===== src/hw/rtl/ils_pkg.sv =====
// Shared types and constants for the indexed list store.
package ils_pkg;

  localparam int CAPACITY_DEF   = 64;
  localparam int DATA_WIDTH_DEF = 32;

  localparam logic [1:0] OP_INSERT = 2'd0;
  localparam logic [1:0] OP_REMOVE = 2'd1;
  localparam logic [1:0] OP_GET    = 2'd2;
  localparam logic [1:0] OP_SET    = 2'd3;

  localparam logic [1:0] ST_OK    = 2'd0;
  localparam logic [1:0] ST_RANGE = 2'd1;
  localparam logic [1:0] ST_FULL  = 2'd2;

  typedef struct packed {
    logic [1:0]  operation;
    logic [6:0]  position;
    logic [31:0] data_in;
  } ils_in_t;

  typedef struct packed {
    logic [31:0] data_out;
    logic [1:0]  status;
    logic [6:0]  entry_count;
  } ils_out_t;

  // Broadcast to every cell: which kind of move happens this cycle.
  typedef struct packed {
    logic ins;   // open a slot at pos, later entries move up
    logic rem;   // close the slot at pos, later entries move down
    logic wr;    // overwrite the entry at pos
  } ils_cmd_t;

endpackage


===== src/hw/rtl/ils_cell.sv =====
// One list slot: holds a word, shifts to or from its neighbors, offers it on a position match.
module ils_cell #(
  parameter int DATA_WIDTH = ils_pkg::DATA_WIDTH_DEF,
  parameter int PW         = 7,
  parameter int IDX        = 0
) (
  input  logic                  clk,
  input  ils_pkg::ils_cmd_t     cmd,
  input  logic [PW-1:0]         pos,
  input  logic [DATA_WIDTH-1:0] word,
  input  logic [DATA_WIDTH-1:0] left,
  input  logic [DATA_WIDTH-1:0] right,
  output logic [DATA_WIDTH-1:0] entry,
  output logic [DATA_WIDTH-1:0] read_word
);

  localparam logic [PW-1:0] MY_IDX = PW'(IDX);

  logic [DATA_WIDTH-1:0] entry_r;
  logic [DATA_WIDTH-1:0] entry_nxt;
  logic                  hit;

  assign hit = (pos == MY_IDX);

  always_comb begin
    entry_nxt = entry_r;
    if (cmd.ins) begin
      if (MY_IDX > pos) begin
        entry_nxt = left;
      end else if (hit) begin
        entry_nxt = word;
      end
    end else if (cmd.rem) begin
      if (MY_IDX >= pos) begin
        entry_nxt = right;
      end
    end else if (cmd.wr && hit) begin
      entry_nxt = word;
    end
  end

  always_ff @(posedge clk) begin
    entry_r <= entry_nxt;
  end

  assign entry     = entry_r;
  assign read_word = hit ? entry_r : '0;

endmodule


===== config.mk =====
export PLATFORM = sky130hd
export DESIGN_NAME = ils_cell
export DESIGN_NICKNAME = d
export VERILOG_FILES = /design/src/hw/rtl/ils_pkg.sv /design/src/hw/rtl/ils_cell.sv
export SDC_FILE = /design/constraint.sdc
export NUM_CORES = 1
export LEC_CHECK = 0
export BUFFER_PORTS_ARGS = -buffer_cell sky130_fd_sc_hd__clkbuf_2
export CORE_UTILIZATION = 35
export CTS_BUF_LIST = sky130_fd_sc_hd__clkbuf_8
export DETAILED_ROUTE_END_ITERATION = 6
export GPL_ROUTABILITY_DRIVEN = 0
export GPL_TIMING_DRIVEN = 0
export PLACE_DENSITY = 0.79
export SETUP_SLACK_MARGIN = 0.2
export SLEW_MARGIN = 10
export SYNTH_ARGS = -nofsm -noshare
export SYNTH_HDL_FRONTEND = slang
export SYNTH_SLANG_ARGS = --single-unit

===== constraint.sdc =====
create_clock -name clk -period 11.9 [get_ports clk]
set_clock_uncertainty 0.1 [all_clocks]
set_input_delay 2.38 -clock clk [delete_from_list [all_inputs] [get_ports clk]]
set_output_delay 2.38 -clock clk [all_outputs]
set_load 0.005 [all_outputs]

==> run_results.csv <==
group,metric,value,unit
run_status,status,"finished clean",
clock_network,cts_setup_buffers,0,
setup_path,cp_top_family,"simple AND/OR/NAND/NOR gates",
floorplan,die_w,75.6,microns
global_routing,grt_pass1_vias,1400,
place,place_hpwl,3710,microns
final_layout,seqCellArea,961,sq um
final_layout,fin_cells,363,
global_routing,grt_use_total,0.154,
floorplan,core_area,0.00517,sq mm
clock_network,cts_buffers,5,
logic_synthesis,yosys.area.top_type,"edfxtp_1",
clock_network,cts_tree,"done",
timing,period_needed,6.07,ns
pwr,p_int,183,uW
timing,slew_violations,0,
final_layout,nets,400,
routing,wire_per_inst,12.4,microns
setup_path,cp_slowest_stage_delay,0.53,ns
timing,hold_viol_final,0,
logic_synthesis,synth_top_flop_cell,"edfxtp_1",
setup_path,critPathArrivalTime,3.59,ns
floorplan,rows,26,
clock_network,cts_buffer_depth,2,
pwr,power.share.clock,0.324,
clock_network,htree_levels,2,
logic_synthesis,synthTopCellsByArea,"edfxtp_1 (51%), mux2_2 (18%), nor3_2 (16%)",
logic_synthesis,ys_warn_count,0,
timing,grt_setup_unrepaired,"false",
routing,wl,4510,microns
floorplan,die-area,0.00571,sq mm
routing,drt_iter0_markers,17,
pwr,swShare,0.213,
timing,worst_slew_pin_slew,0.754,ns
setup_path,critPathCaptureType,"primary output",
logic_synthesis,synth_seq_cells,32,
clock_network,post_cts_resized,0,
pwr,finalPower,233,uW
logic_synthesis,netlist_instances,145,
place,dp_cells,356,
timing,slew-limit-headroom,0.495,
final_layout,drive_above_1_share,0.744,
final_layout,syn_to_final_growth,46.8,%
timing,max_freq,165,MHz
logic_synthesis,synth_common_cells,"edfxtp_1 (32), inv_1 (32), mux2_2 (30), nor3_2 (30), buf_2 (6)",
timing,fin_crit_sh,0.510,
clock_network,root_buffer,"clkbuf_8",
place,dp_slack,5.83,ns
global_routing,grt_max_degree,12,
logic_synthesis,netlist_area,0.00189,sq mm
global_routing,grt_pass1_wl,6200,microns
final_layout,multiInputGateArea,709,sq um
setup_path,cp.buffers_inverters,4,
pwr,pwr-share-comb,0.135,
final_layout,antenna-diode-count,0,
logic_synthesis,synth_top_area_share,0.507,
routing,drcViolationCount,0,
setup_path,critPathMaxFanout,10,
clock_network,clock_sinks,32,
pwr,leakagePower,1.31,nW
logic_synthesis,synthArstFlopShare,0,
place,portBuffers,138,
floorplan,ioPinCount,171,
setup_path,crit_slowest_cell,"or4_4",
pwr,power_frac_seq,0.541,
flow_run,max-cap-violations,0,
routing,antenna_left,0,
logic_synthesis,synth_edf_count,32,
hold_path,min_path_type,"input port to flip-flop",
setup_path,path_cells,"clkbuf_2, or4_4, buf_6, buf_12, nor3_2, clkbuf_2",
routing,via_count,1586,
timing,finalSetupViolations,0,
global_routing,overflow,0,
final_layout,n_fill_cell,466,
pwr,vdd_drop_max,49.5,uV
setup_path,crit_required,9.42,ns
timing,timing.final.ws_setup,5.83,ns
final_layout,largest_reg_flops,32,
timing,hold_ws,2.29,ns
routing,dr.pass1.iters,4,
setup_path,path_class,"input port to primary output",
setup_path,crit_path_start_kind,"input port",
pwr,switchingPower,49.6,uW
timing,setup_tns,0,ns
logic_synthesis,seq_area_frac_synth,0.507,
clock_network,postCtsHoldBufs,0,
floorplan,start_util,0.366,
global_routing,antenna_found_initial,0,
logic_synthesis,yosysUniqueCellTypes,13,
logic_synthesis,syn_avg_cell_area,13.1,sq um
setup_path,worst_path_most_repeated_cell,"clkbuf_2",
logic_synthesis,synth_fp_nets,252,
floorplan,die_y,75.6,microns
pwr,power_density,83.8,mW/mm^2
routing,viasPerCell,4.37,
clock_network,clkTransAtPathRegs,0.06,ns
[placed cells by master, fill, tap and decap left out]
master	netlist	final
buf_12	3	3
buf_2	6	6
buf_4	0	2
buf_6	1	2
clkbuf_1	2	2
clkbuf_2	0	138
clkbuf_8	0	5
clkinv_1	0	2
edfxtp_1	32	32
inv_1	32	32
mux2_1	2	2
mux2_2	30	30
nor2b_1	1	1
nor3_1	4	3
nor3_2	30	31
or3_1	1	1
or4_4	1	1
[metal layers]
layer | vias up | part of all wire | GRT usage
met5 | - | 0 | 0
met4 | 0 | 0.015 | 0.0617
met3 | 7 | 0.096 | 0.0622
met2 | 86 | 0.51 | 0.274
met1 | 706 | 0.37 | 0.162
li1 | 787 | - | -
[area by class of cell]
cell class | count | area share
Buffer | 12 | 0.0392
Clock buffer | 5 | 0.0248
Clock inverter | 2 | 0.00270
Inverter | 32 | 0.0432
Multi-Input combinational cell | 69 | 0.255
Sequential cell | 32 | 0.346
Tap cell | 70 | 0.0315
Timing Repair Buffer | 141 | 0.258
[per-stage QoR]
step	utilization	area, sq um
2_1_floorplan	-	1890
3_3_place_gp	0.517	2670
3_5_place_dp	0.523	2700
4_1_cts	0.537	2780
5_1_grt	0.537	2780
6_report	0.537	2780
[final timing paths]
kind / slack (ns) / end / cells past startpoint / startpoint
worst max-delay path: 5.83 / read_word[30] / 6 / pos[2]
worst min-delay path: 2.29 / entry[19] / 2 / word[19]
[power groups by stage]
| stage | Clock [mW] | Sequential, mW | Combinational (mW) |
|---|---|---|---|
| floorplan | 0 | 0.128 | 0.0162 |
| global placement | 0 | 0.128 | 0.0305 |
| detailed placement | 0 | 0.128 | 0.0317 |
| CTS | 0.0801 | 0.126 | 0.0320 |
| global route | 0.0859 | 0.126 | 0.0346 |
| finish | 0.0755 | 0.126 | 0.0314 |
[cell families (layout without fill, tap and decap cells)]
group,count (synthesis),after routing,share of synthesized area
buffers and inverters,44,192,0.121
DFF,32,32,0.507
muxes,32,32,0.190
and+or+nand+nor,37,37,0.182
(Power assumes the default switching activity.)
